`src/sv/fpsc_ram.sv`:
```
// ----------------------------------------------------------------------------
// fpsc_ram: generic simple dual-port RAM (separate write and read ports)
// One write and one read per cycle, read data registered.
// ----------------------------------------------------------------------------
module fpsc_ram #(
   parameter int WIDTH = 32,
   parameter int DEPTH = 16
) (
   input  logic                     clock,
   input  logic                     wr_en,
   input  logic [$clog2(DEPTH)-1:0] wr_addr,
   input  logic [WIDTH-1:0]         wr_data,
   input  logic [$clog2(DEPTH)-1:0] rd_addr,
   output logic [WIDTH-1:0]         rd_data
);

   logic [WIDTH-1:0] mem_ff [DEPTH];
   logic [WIDTH-1:0] rd_data_ff;

   // Write and registered read
   always_ff @(posedge clock) begin
      if (wr_en) begin
         mem_ff[wr_addr] <= wr_data;
      end
      rd_data_ff <= mem_ff[rd_addr];
   end

   assign rd_data = rd_data_ff;

endmodule

```
`config.mk`:
```
export PLATFORM = sky130hd
export DESIGN_NAME = fpsc_ram
export DESIGN_NICKNAME = d
export VERILOG_FILES = /design/src/sv/fpsc_ram.sv
export SDC_FILE = /design/constraint.sdc
export NUM_CORES = 1
export LEC_CHECK = 0
export BUFFER_PORTS_ARGS = -buffer_cell sky130_fd_sc_hd__buf_4
export CAP_MARGIN = 20
export CORE_MARGIN = 10
export CORE_UTILIZATION = 60
export CTS_CLUSTER_SIZE = 10
export DETAILED_ROUTE_END_ITERATION = 7
export PLACE_DENSITY = 0.8
export SYNTH_ARGS = -nofsm -noshare
export SYNTH_HDL_FRONTEND = slang
export SYNTH_SLANG_ARGS = --single-unit
```
`constraint.sdc`:
```
create_clock -name clock -period 7.3 [get_ports clock]
set_clock_uncertainty 0.1 [all_clocks]
set_input_delay 1.46 -clock clock [delete_from_list [all_inputs] [get_ports clock]]
set_output_delay 1.46 -clock clock [all_outputs]
set_load 0.05 [all_outputs]
```
==> qor.txt <==
run status: complete, no violations
type of origin of the critical path: input pin
CTS tree: built
Max Freq: 0.2949 GHz
Worst Reg-to-Reg Cells: 3
count of endpoints failing hold in the final timing report: 0
crit share post-route: 46.46%
Synth Flop Type: sky130_fd_sc_hd__edfxtp_1
average wire per standard cell: 29.83 um
number of diodes added for antenna fixing: 0
proportion of register bits with asynchronous set or reset after synthesis: 0%
vias in the first global route: 9791
largest fanout of any net on the critical path: 74
fin nets: 995
antenna-violating nets left: 0
worst voltage drop across the vdd grid: 189.7 uV
leakage power summed over all cells: 0.007325 uW
global-route usage over all layers: 21.24%
most frequent cells after synthesis: 512 x sky130_fd_sc_hd__edfxtp_1, 128 x sky130_fd_sc_hd__mux4_2, 64 x sky130_fd_sc_hd__a22oi_1, 33 x sky130_fd_sc_hd__nand2_1, 32 x sky130_fd_sc_hd__dfxtp_1
initial antenna violation count: 1
Data arrival, critical path: 3.73 ns
shortest clock period the worst path allows after layout: 3.391 ns
most numerous cell in the Yosys netlist: sky130_fd_sc_hd__edfxtp_1
Power per Cell Area: 289.4 nW/um2
worst skew pair latency: 0.59 ns
Core Rows: 66
type of the worst setup path: in -> reg
final cell count without fillers: 1446
final RePlAce weighted congestion: 0.7152
drt drc: 0
final number of setup-violating endpoints: 0
Final Max Slew Viols: 0
register bit total from synthesis: 544
type of destination of the critical path: register
Initial Util: 60.87%
drt pass-1 iters: 7
Mean Syn Cell Area: 23.69 um2
unique cell type count in the Yosys netlist: 18
# Post-CTS Setup Buffers: 0
die outline height: 201.9 um
number of maximum-capacitance violations: 0
RSZ-0062 raised after global routing: false
growth of design area from synthesis to finish: 14.73%
Hold WC Path Type: reg -> reg
mapped cell area: 19850 um2
maximum count of clock buffers along a single path: 3
Clock Sinks: 544
IO Count: 74
first-pass GRT wire length: 64100 um
via total after detailed routing: 9359
final global-route overflow total: 0
synthesized net count: 880
ratio of cells with drive above 1 in the final layout: 30.78%
IO buf count: 73
sequential-to-total area share from yosys stat: 80.67%
Least-Margin Pin Slew: 1.107 ns
cell depth of the worst min-delay path: 3
leading post-synthesis cells by cell area: sky130_fd_sc_hd__edfxtp_1 77%, sky130_fd_sc_hd__mux4_2 15%, sky130_fd_sc_hd__dfxtp_1 3.2%
Reg clk slew, reported paths: 0.05 ns
number of placed instances, taps included: 1333
die width: 201.9 um
Yosys warnings: 0
required time of the critical path: 7.64 ns
dominant cell type by area after synthesis: sky130_fd_sc_hd__edfxtp_1
DP HPWL: 19640 um
Post-synth EDFFs: 512
post-detailed-routing wire length: 43130 um
die area: 40770 um2
number of filler instances in the final layout: 1888
count of hold buffers inserted by post-cts repair: 0
proportion of netlist area held by the largest area contributor: 77.44%
DRC marker count from the first detailed-route iteration: 1023
root buffer cell: sky130_fd_sc_hd__clkbuf_16
maximum number of pins on one net before global-route repair: 75
total negative setup slack: 0 ns
Tot Pwr: 6593 uW
tightest slew margin relative to the limit: 26.23%
floorplan core area: 32620 um2
Gates resized, CTS repair: 0
total clock buffers created by CTS: 60
Gate Count Post-Synth: 838
H-tree depth reported by CTS: 2
routed vias/inst: 6.472
## flip-flops by register name, summed over array words and instances (netlist names)
register / cells
rd_data: 32
mem_ff: 512
## cell families after synthesis
kind of cell / share of synthesized area, %
simple gates: 1.273
buf+inv: 1.122
mux: 14.52
compound gates: 2.420
flops: 80.67
## layout by cell type, fill, tap and decap left out
cell                          n
sky130_fd_sc_hd__a22oi_1     64
sky130_fd_sc_hd__and2_2       1
sky130_fd_sc_hd__buf_4       95
sky130_fd_sc_hd__clkbuf_1    49
sky130_fd_sc_hd__clkbuf_16   61
sky130_fd_sc_hd__clkbuf_8     1
sky130_fd_sc_hd__clkinv_2     1
sky130_fd_sc_hd__dfxtp_1     32
sky130_fd_sc_hd__edfxtp_1   512
sky130_fd_sc_hd__inv_6        2
sky130_fd_sc_hd__mux4_2     128
sky130_fd_sc_hd__nand2_1     33
sky130_fd_sc_hd__nand2b_1     2
sky130_fd_sc_hd__nand3_1      1
sky130_fd_sc_hd__nand3b_1     2
sky130_fd_sc_hd__nor2_4      13
sky130_fd_sc_hd__nor2b_4      2
sky130_fd_sc_hd__nor3_2       4
sky130_fd_sc_hd__or3b_2       1
## worst max-delay path, cell delays in order
cell and delay, ns:
sky130_fd_sc_hd__clkbuf_8 0.68, sky130_fd_sc_hd__buf_4 0.63, sky130_fd_sc_hd__mux4_2 0.58, sky130_fd_sc_hd__a22oi_1 0.22
sky130_fd_sc_hd__nand2_1 0.10
## through the flow
stage,hold slack (ns),utilization [%],area (um2),worst slack [ns]
global route,0.5978,69.83,22780,3.647
detailed placement,0.5572,64.52,21050,3.286
global placement,0.5477,64.52,21050,3.300
finish,0.5636,69.83,22780,3.909
floorplan,0.5349,-,19850,2.560
CTS,0.5718,69.83,22780,3.806
## worst paths after layout
check / start / endpoint / slack, ns
max reg2reg: mem_ff[11][28] / rd_data[28] / 5.81
max: rd_addr[0] / rd_data[29] / 3.91
min: mem_ff[15][5] / rd_data[5] / 0.56
min reg2reg: mem_ff[15][5] / rd_data[5] / 0.56
## final cells by class
type                    instances  area, um2  area share (%)
clock buffers                 110       1710           7.509
repair buffers                 96      726.9           3.191
well taps                     442      553.0           2.428
multi-input cells             251       3750           16.46
clock inverters                 3      22.52         0.09887
flip-flops and latches        544      16020           70.31
## power by group
group | switching [uW] | total (uW) | internal [uW]
Clock | 1130 | 2690 | 1560
Combinational | 244 | 385 | 141
Sequential | 26.8 | 3520 | 3490
Total | 1400 | 6590 | 5190
## routing by layer
layer | up-vias | GRT usage (%) | part of all wire [%]
met4 | 0 | 7.060 | 2.7
li1 | 3822 | - | -
met5 | - | 0 | 0
met1 | 4885 | 29.35 | 39
met3 | 98 | 4.286 | 9.0
met2 | 554 | 33.67 | 50
Power figures use the tool's default switching activity.
